### config.mk
export PLATFORM = sky130hd
export DESIGN_NAME = tzr_isqrt
export DESIGN_NICKNAME = d
export VERILOG_FILES = /design/src/sv/tzr_pkg.sv /design/src/sv/tzr_isqrt.sv
export SDC_FILE = /design/constraint.sdc
export NUM_CORES = 1
export LEC_CHECK = 0
export BUFFER_PORTS_ARGS = -buffer_cell sky130_fd_sc_hd__buf_4
export CAP_MARGIN = 40
export CORE_ASPECT_RATIO = 1.2
export CORE_UTILIZATION = 45
export DETAILED_ROUTE_END_ITERATION = 12
export GPL_TIMING_DRIVEN = 0
export PLACE_DENSITY = 0.76
export SLEW_MARGIN = 20
export SYNTH_ARGS = -nofsm -noshare
export SYNTH_HDL_FRONTEND = slang
export SYNTH_SLANG_ARGS = --single-unit
### constraint.sdc
create_clock -name i_clk -period 8.4 [get_ports i_clk]
set_clock_uncertainty 0.1 [all_clocks]
set_input_delay 0.42 -clock i_clk [delete_from_list [all_inputs] [get_ports i_clk]]
set_output_delay 0.42 -clock i_clk [all_outputs]
set_load 0.03 [all_outputs]
### src/sv/tzr_pkg.sv
`timescale 1ns / 1ps
// Shared types and constants of the triangle fragment stage.
// No dependencies; every other file except tzr_ram refers to this package by scoped names.
package tzr_pkg;

    // Request opcodes.
    localparam logic [1:0] OP_LOAD  = 2'd0;
    localparam logic [1:0] OP_SHADE = 2'd1;
    localparam logic [1:0] OP_CLEAR = 2'd2;
    localparam logic [1:0] OP_RSVD  = 2'd3;   // reserved, ignored

    // Configuration register indexes.
    localparam logic [2:0] CFG_BASE_RED   = 3'd0;
    localparam logic [2:0] CFG_BASE_GREEN = 3'd1;
    localparam logic [2:0] CFG_BASE_BLUE  = 3'd2;
    localparam logic [2:0] CFG_LIGHT_X    = 3'd3;
    localparam logic [2:0] CFG_LIGHT_Y    = 3'd4;
    localparam logic [2:0] CFG_LIGHT_Z    = 3'd5;
    localparam logic [2:0] CFG_AMBIENT    = 3'd6;
    localparam logic [2:0] CFG_GAIN       = 3'd7;

    // Configuration reset values.
    localparam logic [7:0]        RST_BASE_RED   = 8'd180;
    localparam logic [7:0]        RST_BASE_GREEN = 8'd180;
    localparam logic [7:0]        RST_BASE_BLUE  = 8'd60;
    localparam logic signed [15:0] RST_LIGHT_X   = -16'sd8233;
    localparam logic signed [15:0] RST_LIGHT_Y   = 16'sd11526;
    localparam logic signed [15:0] RST_LIGHT_Z   = -16'sd8233;
    localparam logic [8:0]        RST_AMBIENT    = 9'd51;
    localparam logic [8:0]        RST_GAIN       = 9'd205;

    // Interpolated attributes, in processing order.
    localparam logic [1:0] ATTR_DEPTH = 2'd0;
    localparam logic [1:0] ATTR_NX    = 2'd1;
    localparam logic [1:0] ATTR_NY    = 2'd2;
    localparam logic [1:0] ATTR_NZ    = 2'd3;

    localparam logic signed [15:0] DEPTH_MAX = 16'sd32767;
    localparam logic [8:0]         INTEN_ONE = 9'd256;

    // Datapath widths.
    localparam int EDGE_W = 17;   // vertex differences
    localparam int DP_W   = 18;   // pixel center minus vertex 0
    localparam int PROD_W = 36;   // edge cross products
    localparam int W_W    = 40;   // area term and weights
    localparam int IP_W   = 56;   // weighted attribute sums
    localparam int DIV_W  = 56;   // divider numerator and shifted divisor
    localparam int QUOT_W = 18;   // widest quotient
    localparam int CNT_W  = 5;
    localparam int SQ_IN_W  = 48;
    localparam int SQ_OUT_W = 24;

    localparam logic [CNT_W-1:0] QBITS_INTERP = 5'd16;
    localparam logic [CNT_W-1:0] QBITS_DIFF   = 5'd18;
    localparam logic [CNT_W-1:0] SQ_STEPS     = 5'd24;
    localparam logic [SQ_IN_W-1:0] SQ_BIT0    = 48'h4000_0000_0000;

    typedef enum logic [4:0] {
        ST_CLEAR,
        ST_IDLE,
        ST_MUL,
        ST_WSUB,
        ST_W0,
        ST_SIGN,
        ST_TEST,
        ST_IMUL,
        ST_ISUM,
        ST_IDIV,
        ST_DOT,
        ST_DSUM,
        ST_SQ0,
        ST_SQRT,
        ST_DDIV,
        ST_GAIN,
        ST_INTEN,
        ST_COLOR
    } t_state;

    // Start request to the shared divider; den is already shifted up by bits-1.
    typedef struct packed {
        logic             start;
        logic [DIV_W-1:0] num;
        logic [DIV_W-1:0] den;
        logic [CNT_W-1:0] bits;
    } t_div_req;

endpackage

### src/sv/tzr_isqrt.sv
`timescale 1ns / 1ps
// Iterative integer square root, one result bit per cycle.
// Depends on tzr_pkg for widths and the starting bit.
module tzr_isqrt (
    input  logic                         i_clk,
    input  logic                         i_rst_n,
    input  logic                         i_start,
    input  logic [tzr_pkg::SQ_IN_W-1:0]  i_value,
    output logic                         o_done,
    output logic [tzr_pkg::SQ_OUT_W-1:0] o_root
);

    logic                        r_busy;
    logic                        r_done;
    logic [tzr_pkg::SQ_IN_W-1:0] r_v;
    logic [tzr_pkg::SQ_IN_W-1:0] r_r;
    logic [tzr_pkg::SQ_IN_W-1:0] r_bit;
    logic [tzr_pkg::CNT_W-1:0]   r_cnt;
    logic [tzr_pkg::SQ_IN_W-1:0] trial;
    logic                        ge;

    assign trial = r_r + r_bit;
    assign ge    = (r_v >= trial);

    always_ff @(posedge i_clk) begin
        if (!i_rst_n) begin
            r_busy <= 1'b0;
            r_done <= 1'b0;
        end else if (i_start) begin
            r_busy <= 1'b1;
            r_done <= 1'b0;
        end else if (r_busy && (r_cnt == tzr_pkg::CNT_W'(1))) begin
            r_busy <= 1'b0;
            r_done <= 1'b1;
        end
    end

    always_ff @(posedge i_clk) begin
        if (i_start) begin
            r_v   <= i_value;
            r_r   <= '0;
            r_bit <= tzr_pkg::SQ_BIT0;
            r_cnt <= tzr_pkg::SQ_STEPS;
        end else if (r_busy) begin
            if (ge) begin
                r_v <= r_v - trial;
                r_r <= (r_r >> 1) + r_bit;
            end else begin
                r_r <= r_r >> 1;
            end
            r_bit <= r_bit >> 2;
            r_cnt <= r_cnt - tzr_pkg::CNT_W'(1);
        end
    end

    assign o_done = r_done;
    assign o_root = r_r[tzr_pkg::SQ_OUT_W-1:0];

endmodule

==> impl_summary.txt, run 1 <==
----------------------------------------------------
[Setup path]
  Kind of critical path ... flip-flop to flip-flop
  Arrival time at the worst endpoint ... 6790 ps
  Ordered list of cells on the worst path ... ha_1 -> a31o_2 -> a31oi_1 -> o21a_1 -> o31ai_1 -> a31oi_1 -> o21ai_0 -> a31oi_1 -> o21bai_1 -> xnor2_1 -> ha_1 -> clkbuf_1 -> nand4_1 -> nor2_1 -> nand3b_1 -> o41a_1 -> buf_6 -> buf_6 -> buf_2 -> o21ai_4 -> buf_16
  R2R depth ... 21
  Biggest fanout along the worst timing path ... 20
  Reg2Reg Setup Slack ... 1640 ps
  Sort of element at the end of the critical path ... flip-flop
  Most prevalent standard cell on the critical path ... sky130_fd_sc_hd__a31oi_1
  Buf/Inv on CP ... 5
  Worst reg2reg path endpoint ... r_v[31]
  Last element of the critical path ... r_v[31]
  Launch point of the critical path ... r_r[2]
  Reg-to-Reg Start ... r_r[2]
  Number of cells on the critical path ... 21
  Critical Path Max Stage Delay ... 700 ps
  Library cell contributing the largest single delay on the critical path ... sky130_fd_sc_hd__o31ai_1
  Setup crit start kind ... flip-flop
  Worst EP required ... 8430 ps
  Crit path max-delay family ... compound AO/OA/AOI/OAI gates

[Detailed routing]
  Detailed Route Iter0 Violations ... 980
  Via density per instance ... 6.03
  Routed wire per std cell ... 18.7 um
  Number of optimization iterations in the first detailed-route pass ... 5
  DRC errors left ... 0
  Antenna-violating nets left ... 0
  Drt total wl ... 33.4 mm
  Total via count in the routed design ... 10800

[Synth]
  Most repeated cell in the gate-level netlist after synthesis ... sky130_fd_sc_hd__nor2_1
  Net count after synthesis ... between 1500 and 2000
  Most used flip-flop cell after synthesis ... sky130_fd_sc_hd__dfxtp_1
  Sequential share of the synthesized area ... between 20% and 30%
  Number of enable flip-flop cells after synthesis ... 48
  Largest area contributor in the synthesized netlist ... sky130_fd_sc_hd__dfxtp_1
  Gate Count Post-Synth ... 1363
  Syn Std Cell Area ... 10900 um^2
  Mean area per synthesized cell ... 8.03 um^2
  Synth unique cells ... 69
  List of most frequent post-synthesis cells ... sky130_fd_sc_hd__nor2_1 (147), sky130_fd_sc_hd__nand2_1 (134), sky130_fd_sc_hd__o21ai_0 (132)
  Number of warning messages in the yosys log ... 0
  Flip-flop and latch count after synthesis ... 127
  Area share of the largest cell type after synthesis ... 14.4%
  Proportion of register bits with asynchronous set or reset after synthesis ... 0%
  Most area-consuming cells after synthesis ... sky130_fd_sc_hd__dfxtp_1 (14%), sky130_fd_sc_hd__edfxtp_1 (13%), sky130_fd_sc_hd__ha_1 (11%)

[Global route]
  Pin count of the biggest net entering global routing ... 21
  Wire length of the first global-routing pass ... 52.6 mm
  Antenna violations before repair ... 0
  Via count of the first global-routing pass ... 10200
  Congestion Overflow GR ... 0
  Overall Global Routing Usage ... 27.2%

[Power and ir drop]
  Worst IR Drop VDD ... 0.189 mV
  Static Leakage ... 4.90 nW
  Power density normalized to cell area ... 289 nW/um^2
  Overall power consumption ... 3.63 mW

[Die]
  Chip Width ... 144 um
  Overall die height ... 173 um
  Initial core utilization ... 45.8%
  Core footprint ... 23900 um^2
  Boundary Pins ... 76
  DIE AREA ... 25000 um^2
  Row cnt ... 62

[Place]
  DPL Wire Length ... 25.7 mm
  Cell Area, Placed ... between 10000 and 15000 um^2
  Post-Place Cells ... 1759
  Final Wtd Congestion ... 0.958
  Number of I/O port buffers ... 74

[Finish]
  Count of fill cells added during filler insertion ... 2322
  Share of post-route cells with drive strength above 1 ... 10.9%
  Diode insertion count for antenna repair ... 0
  Final non-filler cell area ... 12500 um^2
  Number of nets in the layout ... 1611
  Finished Core Util ... 52.5%
  Relative area change from synthesis to final layout ... 14.6%
  Final Instance Count excl. Fillers ... 1791

[Min path]
  Class of the most critical hold timing path ... primary input to flip-flop

[Clock network]
  Post-CTS Setup Inserts ... 0
  TritonCTS clock tree ... done
  Clock-pin slew of the registers on the worst-case setup and hold paths ... 60 ps
  Number of clock sinks ... 127
  Number of buffers created by CTS ... 17
  Worst-Skew Late Latency ... 430 ps
  Worst-case clock buffer depth ... 2
  Count of hold-fix buffers inserted at cts ... 0
  Cells resized by post-CTS repair ... 0
  Deepest level of the CTS H-tree ... 4
  Root cell of the clock tree ... sky130_fd_sc_hd__clkbuf_16

[Timing]
  Final worst path period share ... 80.4%
  Peak Freq ... 148 MHz
  Max-slew violation total from the final report ... 0
  # setup viols final ... 0
  Actual transition at the worst max-transition pin ... 891 ps
  Final count of hold timing violations ... 0
  Worst hold slack after final layout ... roughly 130 ps
  Unrepaired setup endpoints after global routing ... false
  Minimum clock period ... 6760 ps
  Worst slew slack as a fraction of its limit ... 40.6%

[Flow run]
  Number of max-capacitance violations reported ... 0

[Run status]
  Status ... finished, final reports clean

----------------------------------------------------
## metal layers
layer | global-route usage, % | routed length, um
met1 | 33.7 | 13700
met3 | 4.07 | 2010
met2 | 45.9 | 16300
met5 | 0 | 0
met4 | 12.4 | 1360
## cell usage in the layout (no fill, tap or decap), types with 13 or more instances in the layout
cell                        count
sky130_fd_sc_hd__nor2_1       147
sky130_fd_sc_hd__nand2_1      134
sky130_fd_sc_hd__o21ai_0      131
sky130_fd_sc_hd__buf_4        100
sky130_fd_sc_hd__ha_1         100
sky130_fd_sc_hd__a21oi_1       86
sky130_fd_sc_hd__dfxtp_1       79
sky130_fd_sc_hd__xnor2_1       54
sky130_fd_sc_hd__clkbuf_1      53
sky130_fd_sc_hd__a31oi_1       50
sky130_fd_sc_hd__xor2_1        48
sky130_fd_sc_hd__edfxtp_1      48
sky130_fd_sc_hd__a21o_1        45
sky130_fd_sc_hd__inv_1         42
sky130_fd_sc_hd__mux2i_1       34
sky130_fd_sc_hd__nand3_1       28
sky130_fd_sc_hd__nand4_1       23
sky130_fd_sc_hd__a311oi_1      20
sky130_fd_sc_hd__or3_1         20
sky130_fd_sc_hd__clkbuf_16     19
sky130_fd_sc_hd__o21bai_1      17
sky130_fd_sc_hd__a211oi_1      13
## registers in the layout, indices dropped and copies added (netlist names)
register  count
r_r          48
r_v          48
r_bit        24
r_cnt         5
o_done        1
r_busy        1
## how the worst min path moves through the flow
stage	startpoint	endpoint	slack [ps]	depth (start not counted)
after floorplan	r_cnt[4]	r_cnt[4]	360	2
after global placement	r_cnt[4]	r_cnt[4]	380	2
after detailed placement	r_cnt[4]	r_cnt[4]	380	2
after CTS	i_rst_n	r_busy	130	2
after global routing	i_rst_n	r_busy	160	2
final	i_rst_n	r_busy	130	2
## metrics by stage
| step | TNS, ps | setup WS (ps) |
|---|---|---|
| global route | 0 | 1260 |
| CTS | 0 | 1670 |
| global placement | -144630 | -3020 |
| floorplan | 0 | 132 |
| finish | 0 | 1640 |
| detailed placement | 0 | 1670 |
## final cells by class
type                    instances  area, um^2  area share (%)
inverters                      43         161            1.29
clock inverters                 8        78.8           0.628
plain buffers                  86         447            3.56
clock buffers                  23         494            3.94
flip-flops and latches        127        3020            24.1
multi-input cells            1107        7330            58.4
well taps                     320         400            3.19
repair buffers                 77         609            4.86
## where the power goes
part	switching (mW)	internal [mW]	total (mW)	leakage (nW)
logic	1.19	0.773	1.96	3.49
registers	0.105	0.818	0.923	1.13
clock network	0.296	0.445	0.741	0.286
total	1.59	2.04	3.63	4.90
## worst register-to-register path, cell delays in order, from the launching register on
cell                       delay, ps
sky130_fd_sc_hd__dfxtp_1         370
sky130_fd_sc_hd__ha_1            370
sky130_fd_sc_hd__a31o_2          190
sky130_fd_sc_hd__a31oi_1         140
sky130_fd_sc_hd__o21a_1          270
sky130_fd_sc_hd__o31ai_1         700
sky130_fd_sc_hd__a31oi_1         300
sky130_fd_sc_hd__o21ai_0         450
sky130_fd_sc_hd__a31oi_1         210
sky130_fd_sc_hd__o21bai_1        230
sky130_fd_sc_hd__xnor2_1         130
sky130_fd_sc_hd__ha_1            290
sky130_fd_sc_hd__clkbuf_1        250
sky130_fd_sc_hd__nand4_1         190
sky130_fd_sc_hd__nor2_1          180
sky130_fd_sc_hd__nand3b_1        170
sky130_fd_sc_hd__o41a_1          510
sky130_fd_sc_hd__buf_6           170
sky130_fd_sc_hd__buf_6           150
sky130_fd_sc_hd__buf_2           230
sky130_fd_sc_hd__o21ai_4         600
sky130_fd_sc_hd__buf_16          250
## cells by family after synthesis
family	count (synthesis)	share of synthesized area, %
AO/OA/AOI/OAI	453	26.5
AND/OR/NAND/NOR	414	17.1
buffers and inverters	129	5.55
flip-flops	127	27.6
XOR/XNOR	102	8.16
adder cells (fa/ha/maj)	101	11.6
multiplexers	37	3.42
Power figures use the tool's default switching activity.
==> run 2, diff against run 1 <==
--- a/config.mk
+++ b/config.mk
@@ -5,13 +5,14 @@
 export SDC_FILE = /design/constraint.sdc
 export NUM_CORES = 1
 export LEC_CHECK = 0
+export ABC_AREA = 1
 export BUFFER_PORTS_ARGS = -buffer_cell sky130_fd_sc_hd__buf_4
 export CAP_MARGIN = 40
 export CORE_ASPECT_RATIO = 1.2
 export CORE_UTILIZATION = 45
 export DETAILED_ROUTE_END_ITERATION = 12
 export GPL_TIMING_DRIVEN = 0
-export PLACE_DENSITY = 0.76
+export PLACE_DENSITY = 0.75
 export SLEW_MARGIN = 20
 export SYNTH_ARGS = -nofsm -noshare
 export SYNTH_HDL_FRONTEND = slang
==> constraint.sdc (replaced) <==
create_clock -name i_clk -period 5.6 [get_ports i_clk]
set_clock_uncertainty 0.1 [all_clocks]
set_input_delay 0.28 -clock i_clk [delete_from_list [all_inputs] [get_ports i_clk]]
set_output_delay 0.28 -clock i_clk [all_outputs]
set_load 0.03 [all_outputs]
==> run 2 against run 1 <==
Net effect:
- sequential share of layout area shrank 5.2 points
- utilization shrank 1.4 points
- clock power grew 55%
- count of clock-buffer cells in the layout shrank 2
- via count grew 53%
- sequential power grew 58%
- non-clock buffer count shrank 11
- critical path depth grew 1
- global-route usage grew 8.8 points
- critical path type unchanged
==> impl_summary.txt, run 2 <==
----------------------------------------------------
[Global route]
  Antenna violations before repair ... 0
  Via count of the first global-routing pass ... 16000
  Overall Global Routing Usage ... 36.0%
  Wire length of the first global-routing pass ... between 80 and 90 mm
  Congestion Overflow GR ... 0
  Pin count of the biggest net entering global routing ... 49

[Finish]
  Number of nets in the layout ... 2694
  Final non-filler cell area ... 16000 um^2
  Leading cell type in the layout, fill and taps excluded ... sky130_fd_sc_hd__nand2_1
  Relative area change from synthesis to final layout ... 11.9%
  Leading cell types in the layout, fill and taps excluded ... sky130_fd_sc_hd__nand2_1 (761), sky130_fd_sc_hd__nor2_1 (303), sky130_fd_sc_hd__inv_1 (301)
  Share of post-route cells with drive strength above 1 ... 8.06%
  Count of fill cells added during filler insertion ... 3319
  Largest registers ranked by flip-flop count ... r_r (48), r_v (48), r_bit (24)
  Diode insertion count for antenna repair ... 0

[Flow run]
  Number of max-capacitance violations reported ... 0

[Place]
  Number of I/O port buffers ... 75
  Final Wtd Congestion ... 1.04
  Post-Place Worst Slack ... 466 ps
  Cell Area, Placed ... 15400 um^2
  DPL Wire Length ... 47.7 mm

[Synth]
  Most used flip-flop cell after synthesis ... sky130_fd_sc_hd__dfxtp_1
  Flip-flop and latch count after synthesis ... 127
  Number of enable flip-flop cells after synthesis ... 48
  Net count after synthesis ... 2595
  Gate Count Post-Synth ... 2443
  Mean area per synthesized cell ... between 5 and 6 um^2
  Largest area contributor in the synthesized netlist ... sky130_fd_sc_hd__nand2_1
  Number of warning messages in the yosys log ... 0
  Most area-consuming cells after synthesis ... sky130_fd_sc_hd__nand2_1 (20%), sky130_fd_sc_hd__dfxtp_1 (11%), sky130_fd_sc_hd__edfxtp_1 (10%)
  List of most frequent post-synthesis cells ... sky130_fd_sc_hd__nand2_1 (762), sky130_fd_sc_hd__nor2_1 (303), sky130_fd_sc_hd__inv_1 (301)
  Sequential share of the synthesized area ... 21.1%
  Most repeated cell in the gate-level netlist after synthesis ... sky130_fd_sc_hd__nand2_1
  Area share of the largest cell type after synthesis ... 20.0%
  Synth unique cells ... 51
  Proportion of register bits with asynchronous set or reset after synthesis ... 0%
  Syn Std Cell Area ... 14300 um^2

[Detailed routing]
  Drt total wl ... about 58 mm
  Number of optimization iterations in the first detailed-route pass ... 5
  Via density per instance ... about 5.6
  Antenna-violating nets left ... 0
  DRC errors left ... 0
  Detailed Route Iter0 Violations ... 1333
  Routed wire per std cell ... between 15 and 20 um
  Total via count in the routed design ... 16500

[Setup path]
  R2R depth ... 22
  Sort of element at the end of the critical path ... flip-flop
  Arrival time at the worst endpoint ... ~5200 ps
  Worst EP required ... 5570 ps
  Kind of critical path ... flip-flop to flip-flop
  Setup crit start kind ... flip-flop
  Biggest fanout along the worst timing path ... 48

[Min path]
  Class of the most critical hold timing path ... primary input to flip-flop
  Hold Path Cell Cnt ... 3

[Power and ir drop]
  Power density normalized to cell area ... 419 nW/um^2
  Worst IR Drop VDD ... about 0.23 mV
  Static Leakage ... 7.18 nW

[Timing]
  Final worst path period share ... 94.2%
  Unrepaired setup endpoints after global routing ... false
  Actual transition at the worst max-transition pin ... 916 ps
  Final count of hold timing violations ... 0
  Peak Freq ... 190 MHz
  Minimum clock period ... 5270 ps
  Worst slew slack as a fraction of its limit ... 38.9%
  # setup viols final ... 0
  Max-slew violation total from the final report ... 0
  Fin Setup TNS ... 0 ps
  Post-route worst setup slack ... 326 ps

[Die]
  DIE AREA ... roughly 33000 um^2
  Core footprint ... around 31000 um^2
  Row cnt ... 71
  Chip Width ... approximately 160 um
  Initial core utilization ... 45.7%
  Overall die height ... 197 um
  Boundary Pins ... 76

[Clock network]
  Cells resized by post-CTS repair ... 0
  Number of buffers created by CTS ... 17
  Clock-pin slew of the registers on the worst-case setup and hold paths ... 70 ps
  Post-CTS Setup Inserts ... 0
  Count of hold-fix buffers inserted at cts ... 2
  Deepest level of the CTS H-tree ... 4
  Number of clock sinks ... 127
  Worst-Skew Late Latency ... 440 ps
  TritonCTS clock tree ... done
  Worst-case clock buffer depth ... 2
  Root cell of the clock tree ... sky130_fd_sc_hd__clkbuf_16

[Run status]
  Status ... finished, final reports clean

----------------------------------------------------
## run 2: cell count changes after synthesis, moves of 25 or more
cell	delta
sky130_fd_sc_hd__xnor2_1	-25
sky130_fd_sc_hd__mux2i_1	-34
sky130_fd_sc_hd__nor2_1	+156
sky130_fd_sc_hd__inv_1	+259
sky130_fd_sc_hd__a21oi_1	+83
sky130_fd_sc_hd__nand3b_1	+25
sky130_fd_sc_hd__nand2_1	+628
sky130_fd_sc_hd__a31oi_1	-44
sky130_fd_sc_hd__nand3_1	+173
sky130_fd_sc_hd__a21o_1	-36
## run 2: through the flow
step / hold slack, ps / utilization [%] / instances / power [mW]
6_report: 3.32 / 51.1 / 2956 / 6.72
3_5_place_dp: 366 / 49.2 / 2921 / 5.46
3_3_place_gp: 355 / 49.1 / 2919 / 5.42
2_1_floorplan: 316 / - / 2443 / 4.25
4_1_cts: 0.475 / 51.1 / 2955 / 6.62
5_1_grt: 15.3 / 51.1 / 2956 / 7.18
## run 2: layout make-up
type	instances	area, um^2	share of cell area (%)
inverter	314	1180	7.35
multi-input combinational	1930	9690	60.5
timing repair buffer	80	617	3.85
sequential	127	3020	18.9
tap	401	502	3.13
buffer	72	432	2.69
clock inverter	11	101	0.632
clock buffer	21	482	3.01
## run 2: final timing paths
check / start / to / slack, ps
worst max-delay path: r_r[2] / r_v[11] / 330
worst min-delay path: i_value[25] / r_v[25] / 3
worst max register to register: r_r[2] / r_v[11] / 330
worst min register to register: r_cnt[3] / r_cnt[3] / 370
## run 2: kinds of logic after synthesis
| logic type | synth area share [%] |
|---|---|
| xor+xnor | 3.98 |
| fa+ha+maj | 8.88 |
| compound gates | 13.9 |
| simple gates | 40.8 |
| buf+inv | 11.2 |
| flops | 21.1 |
## run 2: critical path, cell delays in order, from the launching register on
cell and delay (ps):
sky130_fd_sc_hd__dfxtp_1 380, sky130_fd_sc_hd__ha_1 360, sky130_fd_sc_hd__nand2_1 60, sky130_fd_sc_hd__o21ai_1 470, sky130_fd_sc_hd__nand2_1 100, sky130_fd_sc_hd__nand2_1 220, sky130_fd_sc_hd__a21o_1 230, sky130_fd_sc_hd__nand2_1 70
sky130_fd_sc_hd__nand2_1 170, sky130_fd_sc_hd__nand4_1 300, sky130_fd_sc_hd__nand4_1 180, sky130_fd_sc_hd__nand2_1 90, sky130_fd_sc_hd__ha_1 370, sky130_fd_sc_hd__nand2_1 120, sky130_fd_sc_hd__nor3_2 190, sky130_fd_sc_hd__inv_2 70
sky130_fd_sc_hd__nor2_4 120, sky130_fd_sc_hd__nand2_2 70, sky130_fd_sc_hd__nor2_2 90, sky130_fd_sc_hd__nand2_2 100, sky130_fd_sc_hd__nand3_4 170, sky130_fd_sc_hd__nand2_2 190, sky130_fd_sc_hd__nand2_4 580
## run 2: routing by layer
metal,wire [um],GRT usage (%),vias up
met4,4380,25.5,0
met1,21700,38.9,7579
li1,-,-,8102
met2,28600,64.5,632
met3,2990,4.30,185
met5,0,0,-
## run 2: power breakdown
| group | internal, mW | total [mW] | switching [mW] |
|---|---|---|---|
| Combinational | 1.38 | 4.11 | 2.73 |
| Clock | 0.664 | 1.15 | 0.485 |
| Sequential | 1.24 | 1.46 | 0.217 |
