### src/sv/tzr_pkg.sv
`timescale 1ns / 1ps
// Shared types and constants of the triangle fragment stage.
// No dependencies; every other file except tzr_ram refers to this package by scoped names.
package tzr_pkg;

    // Request opcodes.
    localparam logic [1:0] OP_LOAD  = 2'd0;
    localparam logic [1:0] OP_SHADE = 2'd1;
    localparam logic [1:0] OP_CLEAR = 2'd2;
    localparam logic [1:0] OP_RSVD  = 2'd3;   // reserved, ignored

    // Configuration register indexes.
    localparam logic [2:0] CFG_BASE_RED   = 3'd0;
    localparam logic [2:0] CFG_BASE_GREEN = 3'd1;
    localparam logic [2:0] CFG_BASE_BLUE  = 3'd2;
    localparam logic [2:0] CFG_LIGHT_X    = 3'd3;
    localparam logic [2:0] CFG_LIGHT_Y    = 3'd4;
    localparam logic [2:0] CFG_LIGHT_Z    = 3'd5;
    localparam logic [2:0] CFG_AMBIENT    = 3'd6;
    localparam logic [2:0] CFG_GAIN       = 3'd7;

    // Configuration reset values.
    localparam logic [7:0]        RST_BASE_RED   = 8'd180;
    localparam logic [7:0]        RST_BASE_GREEN = 8'd180;
    localparam logic [7:0]        RST_BASE_BLUE  = 8'd60;
    localparam logic signed [15:0] RST_LIGHT_X   = -16'sd8233;
    localparam logic signed [15:0] RST_LIGHT_Y   = 16'sd11526;
    localparam logic signed [15:0] RST_LIGHT_Z   = -16'sd8233;
    localparam logic [8:0]        RST_AMBIENT    = 9'd51;
    localparam logic [8:0]        RST_GAIN       = 9'd205;

    // Interpolated attributes, in processing order.
    localparam logic [1:0] ATTR_DEPTH = 2'd0;
    localparam logic [1:0] ATTR_NX    = 2'd1;
    localparam logic [1:0] ATTR_NY    = 2'd2;
    localparam logic [1:0] ATTR_NZ    = 2'd3;

    localparam logic signed [15:0] DEPTH_MAX = 16'sd32767;
    localparam logic [8:0]         INTEN_ONE = 9'd256;

    // Datapath widths.
    localparam int EDGE_W = 17;   // vertex differences
    localparam int DP_W   = 18;   // pixel center minus vertex 0
    localparam int PROD_W = 36;   // edge cross products
    localparam int W_W    = 40;   // area term and weights
    localparam int IP_W   = 56;   // weighted attribute sums
    localparam int DIV_W  = 56;   // divider numerator and shifted divisor
    localparam int QUOT_W = 18;   // widest quotient
    localparam int CNT_W  = 5;
    localparam int SQ_IN_W  = 48;
    localparam int SQ_OUT_W = 24;

    localparam logic [CNT_W-1:0] QBITS_INTERP = 5'd16;
    localparam logic [CNT_W-1:0] QBITS_DIFF   = 5'd18;
    localparam logic [CNT_W-1:0] SQ_STEPS     = 5'd24;
    localparam logic [SQ_IN_W-1:0] SQ_BIT0    = 48'h4000_0000_0000;

    typedef enum logic [4:0] {
        ST_CLEAR,
        ST_IDLE,
        ST_MUL,
        ST_WSUB,
        ST_W0,
        ST_SIGN,
        ST_TEST,
        ST_IMUL,
        ST_ISUM,
        ST_IDIV,
        ST_DOT,
        ST_DSUM,
        ST_SQ0,
        ST_SQRT,
        ST_DDIV,
        ST_GAIN,
        ST_INTEN,
        ST_COLOR
    } t_state;

    // Start request to the shared divider; den is already shifted up by bits-1.
    typedef struct packed {
        logic             start;
        logic [DIV_W-1:0] num;
        logic [DIV_W-1:0] den;
        logic [CNT_W-1:0] bits;
    } t_div_req;

endpackage

### src/sv/tzr_div.sv
`timescale 1ns / 1ps
// Bit-serial restoring divider, one quotient bit per cycle.
// Depends on tzr_pkg for widths and the request struct.
module tzr_div (
    input  logic                     i_clk,
    input  logic                     i_rst_n,
    input  tzr_pkg::t_div_req        i_req,
    output logic                     o_done,
    output logic [tzr_pkg::QUOT_W-1:0] o_quot
);

    logic                        r_busy;
    logic                        r_done;
    logic [tzr_pkg::DIV_W-1:0]   r_rem;
    logic [tzr_pkg::DIV_W-1:0]   r_den;
    logic [tzr_pkg::CNT_W-1:0]   r_cnt;
    logic [tzr_pkg::QUOT_W-1:0]  r_quot;
    logic                        ge;

    assign ge = (r_rem >= r_den);

    always_ff @(posedge i_clk) begin
        if (!i_rst_n) begin
            r_busy <= 1'b0;
            r_done <= 1'b0;
        end else if (i_req.start) begin
            r_busy <= 1'b1;
            r_done <= 1'b0;
        end else if (r_busy && (r_cnt == tzr_pkg::CNT_W'(1))) begin
            r_busy <= 1'b0;
            r_done <= 1'b1;
        end
    end

    always_ff @(posedge i_clk) begin
        if (i_req.start) begin
            r_rem  <= i_req.num;
            r_den  <= i_req.den;
            r_cnt  <= i_req.bits;
            r_quot <= '0;
        end else if (r_busy) begin
            if (ge) begin
                r_rem <= r_rem - r_den;
            end
            r_quot <= {r_quot[tzr_pkg::QUOT_W-2:0], ge};
            r_den  <= r_den >> 1;
            r_cnt  <= r_cnt - tzr_pkg::CNT_W'(1);
        end
    end

    assign o_done = r_done;
    assign o_quot = r_quot;

endmodule

### config.mk
export PLATFORM = sky130hd
export DESIGN_NAME = tzr_div
export DESIGN_NICKNAME = d
export VERILOG_FILES = /design/src/sv/tzr_pkg.sv /design/src/sv/tzr_div.sv
export SDC_FILE = /design/constraint.sdc
export NUM_CORES = 1
export LEC_CHECK = 0
export ABC_AREA = 1
export BUFFER_PORTS_ARGS = -buffer_cell sky130_fd_sc_hd__buf_2
export CAP_MARGIN = 0
export CORE_ASPECT_RATIO = 2
export CORE_UTILIZATION = 54
export CTS_CLUSTER_SIZE = 20
export DETAILED_ROUTE_END_ITERATION = 8
export GPL_TIMING_DRIVEN = 0
export PLACE_DENSITY = 0.78
export SLEW_MARGIN = 10
export SYNTH_ARGS = -nofsm -noshare
export SYNTH_HDL_FRONTEND = slang
export SYNTH_SLANG_ARGS = --single-unit
### constraint.sdc
create_clock -name i_clk -period 3.51 [get_ports i_clk]
set_clock_uncertainty 0.1 [all_clocks]
set_input_delay 0.351 -clock i_clk [delete_from_list [all_inputs] [get_ports i_clk]]
set_output_delay 0.351 -clock i_clk [all_outputs]
set_load 0.01 [all_outputs]
==> impl_metrics.json, run 1 <==
{
  "die_x_um": 104,
  "h-tree-depth": 4,
  "rows": 74,
  "num_vias": 10900,
  "p_leak_nw": 6.92,
  "place.gp.congestion": 0.994,
  "cts_tree": "built",
  "antenna_found_initial": 0,
  "hold_buffers": 0,
  "finish.utilization_pct": 62.8,
  "worst_slew_pin_slew_ns": 0.869,
  "wl_per_cell_um": 16.6,
  "initial_core_util_pct": 54.8,
  "crit_path_end_kind": "register",
  "io_pins": 139,
  "combinationalPowerShare_pct": 47.9,
  "cts_made_buffers": 17,
  "clock_sinks": 137,
  "initialDrtViolationCount": 553,
  "reg2reg_from": "r_rem[0]",
  "cp.arrival_ns": 3.34,
  "finalPower_mw": 7.68,
  "cts-resized-gates": 0,
  "path_clk_slew_ns": 0.07,
  "final_area_sq_mm": 0.0128,
  "synth_seq_area_share_pct": 35.1,
  "setup_tns_ns": 0,
  "clk_latency_ns": 0.46,
  "die_y_um": 205,
  "viasPerCell": 5.06,
  "syn_nets": 1892,
  "syn_area_per_cell_sq_um": 6.51,
  "synth_xor_area_share_pct": 1.49,
  "nFillCells": 1958,
  "clockBufferDepth": 2,
  "yosys.area.top_type": "edfxtp_1",
  "grt_max_degree": 63,
  "placed_area_sq_mm": 0.0122,
  "timing.final.crit_share_pct": 92.6,
  "max-slew-margin-rel_pct": 42.1,
  "ant_nets": 0,
  "timing.final.crit_period_ns": 3.25,
  "clockRootBuffer": "clkbuf_16",
  "dp_hpwl_um": 29200,
  "critical-path-slowest-cell": "fa_1",
  "min_from": "i_rst_n",
  "cp-startpoint": "r_rem[0]",
  "drc": 0,
  "drive_above_1_share_pct": 14.9,
  "critical_path.max_fanout": 29,
  "ys_types": 34,
  "fmax_mhz": 308,
  "ir_drop_uv": 572,
  "drt_first_pass_iters": 5,
  "max_stage_delay_ns": 0.44,
  "yosysWarnings": 0,
  "synth.area.top_cells": "edfxtp_1, nand2_1, inv_1, ha_1, o21ai_0",
  "hold_viol": 0,
  "drv_slew": 0,
  "finalSetupViolCount": 0,
  "path_cells": "inv_1 -> ha_1 -> inv_1 -> fa_1 -> nand2_1 -> nand3_1 -> nand3_1 -> nand2_2 -> nand2_1 -> nand3_2 -> nand2_2 -> nand2_1 -> nand2_1 -> nand3_4 -> buf_12",
  "synth-compound-area-share_pct": 6.73,
  "grt_pass1_wl_um": 55000,
  "hold_slack_ns": 0.0193,
  "core_region_area_sq_mm": 0.0204,
  "port_buffers": 137,
  "status": "complete, no violations",
  "hold_path.class": "in -> reg",
  "required_ns": 3.60,
  "max_cap_violations": 0,
  "cts_post_setup_buffers_inserted": 0,
  "p_clk_share_pct": 23.4,
  "crit_path_frequent_cell": "nand2_1",
  "grtUsageTotal_pct": 34.7,
  "yosys.area.top_type_share_pct": 31.5,
  "syn_to_final_growth_pct": 14.6,
  "syn_area_sq_mm": 0.0112,
  "synth_seq_cells": 137,
  "synthMuxAreaShare_pct": 0,
  "wl_um": 35600,
  "antennaDiodeCount": 0,
  "start_kind": "register",
  "syn_inst": 1713,
  "synth_top_family_by_area": "simple AND/OR/NAND/NOR gates",
  "rsz0062_at_grt": "false",
  "synth-simple-area-share_pct": 36.5,
  "fin_nets": 2049,
  "power_density_mw_per_mm2": 601,
  "seqPwrFrac_pct": 28.8,
  "grt-ovfl-total": 0,
  "synth_fa_ha_area_share_pct": 6.69,
  "grt_pass1_vias": 10900,
  "die_area_sq_mm": 0.0213,
  "power.switching_mw": 3.43,
  "cellInternalPower_mw": 4.25,
  "p_sw_share_pct": 44.7,
  "path_class": "reg -> reg"
}
[state kept, by name, summed over array words and instances, names as in the netlist]
| signal | count |
|---|---|
| r_cnt | 5 |
| r_busy | 1 |
| o_quot | 18 |
| r_den | 56 |
| o_done | 1 |
| r_rem | 56 |
[placed cells by master, fill, tap and decap left out, drive strengths merged]
cell | Yosys | layout
buf | 14 | 152
o21ai | 99 | 99
o211ai | 2 | 2
nand4 | 11 | 11
o21bai | 2 | 2
a21oi | 42 | 42
clkinv | 2 | 6
or2 | 10 | 10
nor3 | 10 | 10
fa | 1 | 1
a22oi | 1 | 1
dfxtp | 20 | 20
ha | 58 | 58
and2 | 2 | 2
a21o | 1 | 1
edfxtp | 117 | 117
xor2 | 8 | 8
nand3 | 97 | 97
xnor2 | 11 | 11
nand3b | 2 | 2
clkbuf | 16 | 34
inv | 362 | 372
nor2 | 142 | 142
nor4 | 1 | 1
nand2 | 682 | 682
[worst max-delay path, delay by kind of cell (launching register included)]
kind          cells  cell delay [ns]
fa+ha+maj         2             0.57
flops             1             0.36
simple gates     10             1.41
buf+inv           3             0.47
[final cells by class]
class | instances | area, sq um | share of cell area (%)
clock buffer | 18 | 450 | 3.52
sequential | 137 | 3910 | 30.6
tap | 266 | 333 | 2.60
inverter | 364 | 1370 | 10.7
clock inverter | 14 | 125 | 0.979
buffer | 30 | 135 | 1.06
multi-input combinational | 1182 | 5750 | 45.0
timing repair buffer | 138 | 706 | 5.52
[cells by family after synthesis]
kind of cell	count (synthesis)
buffers and inverters	394
XOR/XNOR	19
AND/OR/NAND/NOR	957
flip-flops	137
adder cells (fa/ha/maj)	59
AO/OA/AOI/OAI	147
[Yosys cell counts, drive strengths merged]
cell	count
a21o	1
a21oi	42
a22oi	1
and2	2
buf	14
clkbuf	16
clkinv	2
dfxtp	20
edfxtp	117
fa	1
ha	58
inv	362
nand2	682
nand3	97
nand3b	2
nand4	11
nor2	142
nor3	10
nor4	1
o211ai	2
o21ai	99
o21bai	2
or2	10
xnor2	11
xor2	8
[power groups by stage]
stage	Sequential, mW	Combinational [mW]	Clock [mW]
2_1_floorplan	2.22	2.56	0
3_3_place_gp	2.23	3.57	0
3_5_place_dp	2.24	3.62	0
4_1_cts	2.21	3.65	1.80
5_1_grt	2.23	4.10	1.85
6_report	2.21	3.68	1.79
[worst paths after layout]
kind	to	slack [ns]	cells after the start
min reg2reg	o_done	0.34	2
min	r_busy	0.02	3
max	r_rem[27]	0.26	15
max reg2reg	r_rem[27]	0.26	15
[metrics by stage]
stage / std cells / setup slack, ns
floorplan: 1713 / 0.403
global placement: 2116 / -0.558
detailed placement: 2117 / 0.264
CTS: 2149 / 0.259
global route: 2149 / 0.0250
finish: 2149 / 0.260
[layer usage]
metal | up-vias | wire [um] | track usage (%) | part of all wire [%]
met4 | 0 | 2310 | 25.1 | 6.5
li1 | 5567 | - | - | -
met1 | 4877 | 12500 | 32.4 | 35
met3 | 106 | 1400 | 4.59 | 3.9
met2 | 324 | 19400 | 68.2 | 54
met5 | - | 0 | 0 | 0
Note: power is estimated with default switching activity, not from simulation.
==> run 2, diff against run 1 <==
- ABC_AREA: 1 -> default
- CTS_BUF_LIST: default -> sky130_fd_sc_hd__clkbuf_8
- PLACE_DENSITY: 0.78 -> 0.79
==> run 2 against run 1 <==
  * Critical path depth unchanged
  * First-iteration DRC count down 13%
  * Count of clock-buffer cells in the layout fell by 1
  * Largest cell class unchanged
  * Combinational power down 9.2%
==> impl_metrics.json, run 2 <==
{
  "status": "complete, no violations",
  "grtUsageTotal_pct": 29.9,
  "ys.flop_type": "edfxtp_1",
  "dp_cells": 1353,
  "syn_to_final_growth_pct": 16.9,
  "cts_made_buffers": 17,
  "finalSetupViolCount": 0,
  "multiInputGateArea_sq_mm": 0.00479,
  "initialDrtViolationCount": 480,
  "initial_core_util_pct": 55.7,
  "fin_nets": 1356,
  "core_region_area_sq_mm": 0.0164,
  "max_cap_violations": 0,
  "p_leak_nw": 4.56,
  "timing.final.crit_period_ns": 3.34,
  "placed_area_sq_mm": 0.0101,
  "cts_tree": "built",
  "power_density_mw_per_mm2": 653,
  "required_ns": 3.63,
  "timing.final.crit_share_pct": 95.2,
  "fmax_mhz": 299,
  "antennaDiodeCount": 0,
  "synthArstFlopShare_pct": 0,
  "cp-startpoint": "r_rem[0]",
  "crit_family": "compound AO/OA/AOI/OAI gates",
  "synth_seq_area_share_pct": 43.0,
  "grt_pass1_wl_um": 39400,
  "syn_inst": 1010,
  "wl_met3_um": 1010,
  "syn_area_sq_mm": 0.00910,
  "hold_viol": 0,
  "final_cells": 1394,
  "synth.area.top_cells": "edfxtp_1, ha_1, o21ai_0, nand2_1, dfxtp_1",
  "synth_seq_cells": 137,
  "max-slew-margin-rel_pct": 38.6,
  "final_cell_mix": "nand2_1, buf_2, o21ai_0, edfxtp_1, inv_1",
  "yosys.area.top_type": "edfxtp_1",
  "start_kind": "register",
  "path_clk_slew_ns": 0.09,
  "antenna_found_initial": 0,
  "die_area_sq_mm": 0.0174,
  "grt-ovfl-total": 0,
  "drv_slew": 0,
  "highest_layer": "met4",
  "drt_first_pass_iters": 5,
  "hold_path.class": "in -> reg",
  "crit_buf_inv": 4,
  "setup_tns_ns": 0,
  "h-tree-depth": 4,
  "die_x_um": 93.8,
  "critical_path.max_fanout": 26,
  "clockBufferDepth": 2,
  "ys_types": 66,
  "viasPerCell": 5.88,
  "ant_nets": 0,
  "dp_hpwl_um": 19300,
  "place_ws_ns": -0.460,
  "endpoint": "r_rem[17]",
  "rows": 66,
  "syn_nets": 1189,
  "wl_met1_um": 8630,
  "reg2reg_depth": 15,
  "wl_um": 24800,
  "syn_area_per_cell_sq_um": 9.01,
  "wl_met2_um": 13400,
  "place.gp.congestion": 0.967,
  "port_buffers": 137,
  "nFillCells": 1436,
  "drc": 0,
  "num_vias": 8193,
  "max_stage_delay_ns": 0.38,
  "die_y_um": 186,
  "io_pins": 139,
  "rsz0062_at_grt": "true",
  "synth_commonest_cells": "nand2_1, o21ai_0, edfxtp_1",
  "path_class": "reg -> reg",
  "r2r_slack_ns": 0.17,
  "path_cells": "inv_1 -> ha_1 -> inv_1 -> fa_2 -> a211oi_2 -> o211ai_1 -> nand4b_1 -> nand3_2 -> a21oi_4 -> a21boi_4 -> nor4b_4 -> a2111oi_4 -> buf_4 -> o21ai_4 -> buf_12",
  "final_common_cell": "nand2_1",
  "grt_pass1_vias": 8304,
  "drive_above_1_share_pct": 18.7,
  "regArea_sq_mm": 0.00391,
  "worst_slew_pin_slew_ns": 0.921,
  "clockRootBuffer": "clkbuf_8",
  "cp.arrival_ns": 3.46,
  "yosys.area.top_type_share_pct": 38.6,
  "critical-path-slowest-cell": "edfxtp_1",
  "crit_path_frequent_cell": "inv_1",
  "synth_edf_count": 117,
  "yosysWarnings": 0,
  "reg2reg_from": "r_rem[0]",
  "synth_most_common_cell": "nand2_1",
  "layout_setup_ws_ns": 0.167,
  "clock_sinks": 137,
  "grt_max_degree": 62,
  "wl_per_cell_um": 17.8,
  "ir_drop_uv": 364,
  "r2r_end": "r_rem[17]",
  "path_depth": 15,
  "clk_latency_ns": 0.48,
  "crit_path_end_kind": "register",
  "final_area_sq_mm": 0.0106
}
run 2: cell type report:
class,instances,area share (%)
Multi-Input combinational cell,752,45.0
Clock buffer,17,2.20
Timing Repair Buffer,148,7.55
Clock inverter,15,1.49
Inverter,75,2.65
Buffer,46,1.89
Sequential cell,137,36.8
Tap cell,204,2.40
run 2: how the worst min path moves through the flow:
stage                     slack (ns)        from          to  depth (start not counted)
after floorplan                 0.38     i_rst_n      r_busy                          1
after global placement          0.37  o_quot[17]  o_quot[17]                          2
after detailed placement        0.39  o_quot[17]  o_quot[17]                          2
after CTS                       0.03   i_req[13]    r_den[8]                          3
after global routing            0.05   i_req[65]    r_rem[4]                          3
final                           0.05   i_req[43]   r_den[38]                          3
run 2: worst register-to-register path: stages, from the launching register on:
cell and delay, ns:
edfxtp_1 0.38, inv_1 0.07, ha_1 0.16, inv_1 0.06
fa_2 0.37, a211oi_2 0.27, o211ai_1 0.20, nand4b_1 0.20
nand3_2 0.12, a21oi_4 0.20, a21boi_4 0.22, nor4b_4 0.07
a2111oi_4 0.18, buf_4 0.19, o21ai_4 0.09, buf_12 0.20
run 2: repair_timing:
item | in CTS | in global routing
gates resized for setup | 2 | 8
hold buffers | 1 | 0
pin swaps | 2 | 4
hold endpoints to repair | 1 | 0
setup endpoints to repair | 57 | 59
buffers inserted | 2 | 6
run 2: logic make-up after synthesis:
kind of cell | after synthesis | synth area share [%]
simple gates | 299 | 14.5
buf+inv | 121 | 5.31
xor+xnor | 49 | 4.71
compound gates | 321 | 21.5
mux | 24 | 2.75
flops | 137 | 43.0
fa+ha+maj | 59 | 8.19
run 2: per-stage QoR:
stage / power, mW / hold slack [ns] / utilization, %
2_1_floorplan: 4.67 / 0.379 / -
3_3_place_gp: 5.36 / 0.374 / 61.5
3_5_place_dp: 5.46 / 0.385 / 61.8
4_1_cts: 6.86 / 0.0335 / 64.5
5_1_grt: 7.40 / 0.0524 / 65.1
6_report: 6.95 / 0.0468 / 65.1
run 2: power by group:
group / leakage [nW] / internal, mW / switching, mW
Clock: 0.210 / 0.646 / 0.713
Combinational: 3.00 / 1.31 / 2.02
Sequential: 1.35 / 2.16 / 0.0972
run 2: routing by layer:
metal,vias to the layer above,GRT usage (%)
met5,-,0
met4,0,22.0
met3,106,4.74
met2,277,55.2
met1,3850,29.1
li1,3960,-
==> run 3, diff against run 2 <==
- CELL_PAD_IN_SITES_DETAIL_PLACEMENT: default -> 0
- CELL_PAD_IN_SITES_GLOBAL_PLACEMENT: default -> 2
- CORE_UTILIZATION: 54 -> 33
==> run 3 against run 2 <==
  * Maximum frequency is 1.8% lower
  * Critical path type unchanged
  * Routed wire length is 18% higher
  * Die area is 62% higher
  * Clock power hardly changed
  * Count of clock-buffer cells in the layout stayed put
  * Flip-flop and latch count stayed put
  * Register-to-register slack worse by 0.06 ns
  * Total power is 2.4% higher
==> impl_metrics.json, run 3 (synthesis gave the netlist of run 2 again) <==
{
  "drive_above_1_share_pct": 19.6,
  "hold_viol": 0,
  "max_cap_violations": 0,
  "timing.final.crit_period_ns": 3.40,
  "hold_slack_ns": 0.0287,
  "die_area_sq_mm": 0.0283,
  "num_vias": 8006,
  "timing.final.crit_share_pct": 97.0,
  "whs_path_depth": 3,
  "r2r_end": "r_rem[33]",
  "status": "complete, no violations",
  "drt_first_pass_iters": 4,
  "syn_to_final_growth_pct": 22.9,
  "ir_drop_uv": 292,
  "cts_made_buffers": 17,
  "grt_pass1_vias": 8419,
  "p_clk_share_pct": 19.3,
  "initial_core_util_pct": 33.7,
  "clockRootBuffer": "clkbuf_8",
  "rsz0062_at_grt": "true",
  "cellInternalPower_mw": 4.17,
  "cts_tree": "built",
  "crit_family": "compound AO/OA/AOI/OAI gates",
  "final_cell_mix": "nand2_1, buf_2, o21ai_0, edfxtp_1, inv_1",
  "h-tree-depth": 4,
  "final_common_cell": "nand2_1",
  "finish.utilization_pct": 41.4,
  "critical-path-slowest-cell": "edfxtp_1",
  "max-slew-margin-rel_pct": 48.0,
  "grt_max_degree": 52,
  "crit_buf_inv": 5,
  "die_y_um": 237,
  "drc": 0,
  "antenna_found_initial": 1,
  "place.gp.congestion": 0.872,
  "clk_latency_ns": 0.50,
  "finalSetupViolCount": 0,
  "wl_um": 29300,
  "placed_area_sq_mm": 0.0103,
  "grt_pass1_wl_um": 44800,
  "path_clk_slew_ns": 0.09,
  "max_stage_delay_ns": 0.38,
  "required_ns": 3.67,
  "finalPower_mw": 7.11,
  "nFillCells": 2892,
  "ant_nets": 0,
  "dp_hpwl_um": 22900,
  "port_buffers": 137,
  "p_sw_share_pct": 41.4,
  "hold_path.class": "in -> reg",
  "min_from": "i_req[48]",
  "io_pins": 139,
  "grtUsageTotal_pct": 21.2,
  "combinationalPowerShare_pct": 49.1,
  "start_kind": "register",
  "core_region_area_sq_mm": 0.0270,
  "p_leak_nw": 4.71,
  "reg2reg_depth": 16,
  "initialDrtViolationCount": 263,
  "final_area_sq_mm": 0.0112,
  "rows": 85,
  "clock_sinks": 137,
  "clockBufferDepth": 2,
  "seqPwrFrac_pct": 31.6,
  "viasPerCell": 5.12,
  "fmax_mhz": 294,
  "r2r_slack_ns": 0.11,
  "fin_nets": 1382,
  "wl_per_cell_um": 18.7,
  "power_density_mw_per_mm2": 636,
  "multiInputGateArea_sq_mm": 0.00483,
  "worst_slew_pin_slew_ns": 0.780,
  "regArea_sq_mm": 0.00391,
  "critical_path.max_fanout": 19,
  "holdPathEnd": "r_den[43]",
  "die_x_um": 119,
  "cp.arrival_ns": 3.56,
  "grt-ovfl-total": 0,
  "path_class": "reg -> reg",
  "power.switching_mw": 2.95,
  "path_cells": "inv_1 -> ha_2 -> inv_2 -> fa_2 -> a211oi_2 -> o211ai_1 -> nand4b_1 -> nand3_2 -> a21oi_4 -> a21boi_4 -> nor4b_4 -> a2111oi_4 -> buf_4 -> o21ai_4 -> buf_12 -> buf_16",
  "crit_path_end_kind": "register",
  "reg2reg_from": "r_rem[0]",
  "drv_slew": 0
}
## run 3: stage by stage
step / setup WS [ns] / cells / setup TNS [ns]
floorplan: 0.0749 / 1010 / 0
global placement: -1.08 / 1495 / -116.25
detailed placement: -0.813 / 1498 / -42.47
CTS: 0.0286 / 1560 / 0
global route: -0.0311 / 1565 / -0.775
finish: 0.107 / 1565 / 0
## run 3: how the worst max path moves through the flow
stage / to / start / slack [ns] / cells past startpoint
floorplan: r_rem[0] / r_rem[21] / 0.07 / 10
global placement: r_rem[33] / r_rem[0] / -1.08 / 13
detailed placement: r_rem[32] / r_rem[0] / -0.81 / 14
CTS: r_rem[31] / r_rem[0] / 0.03 / 16
global route: r_rem[33] / r_rem[0] / -0.03 / 16
finish: r_rem[33] / r_rem[0] / 0.11 / 16
## run 3: worst min-delay path: stages
cell and delay (ns):
buf_2 0.07, nand2_1 0.04, o21ai_0 0.06
## run 3: per-layer routing
layer | global-route usage (%) | routed length, um
met1 | 19.4 | 10100
met4 | 9.81 | 1090
met5 | 0 | 0
met2 | 43.3 | 17300
met3 | 3.76 | 802
## run 3: power groups by stage
stage               Combinational [mW]  Clock (mW)  Sequential [mW]
floorplan                         2.40           0             2.26
global placement                  3.26           0             2.28
detailed placement                3.31           0             2.29
CTS                               3.43        1.41             2.25
global route                      3.87        1.47             2.27
finish                            3.49        1.38             2.25
## run 3: layout make-up
class | count | share of cell area, %
diodes | 1 | 0.0224
flip-flops and latches | 137 | 35.0
repair buffers | 174 | 10.0
clock inverters | 15 | 1.45
inverters | 75 | 2.52
clock buffers | 17 | 2.09
multi-input cells | 752 | 43.2
well taps | 348 | 3.89
plain buffers | 46 | 1.80
## run 3: what timing repair did
action	in CTS	in global routing
cloned	0	2
setup buffers	9	2
gates resized for setup	4	17
setup endpoints to repair	60	62
pin swaps	4	3
endpoints found under the hold margin	22	0
hold buffers	21	0
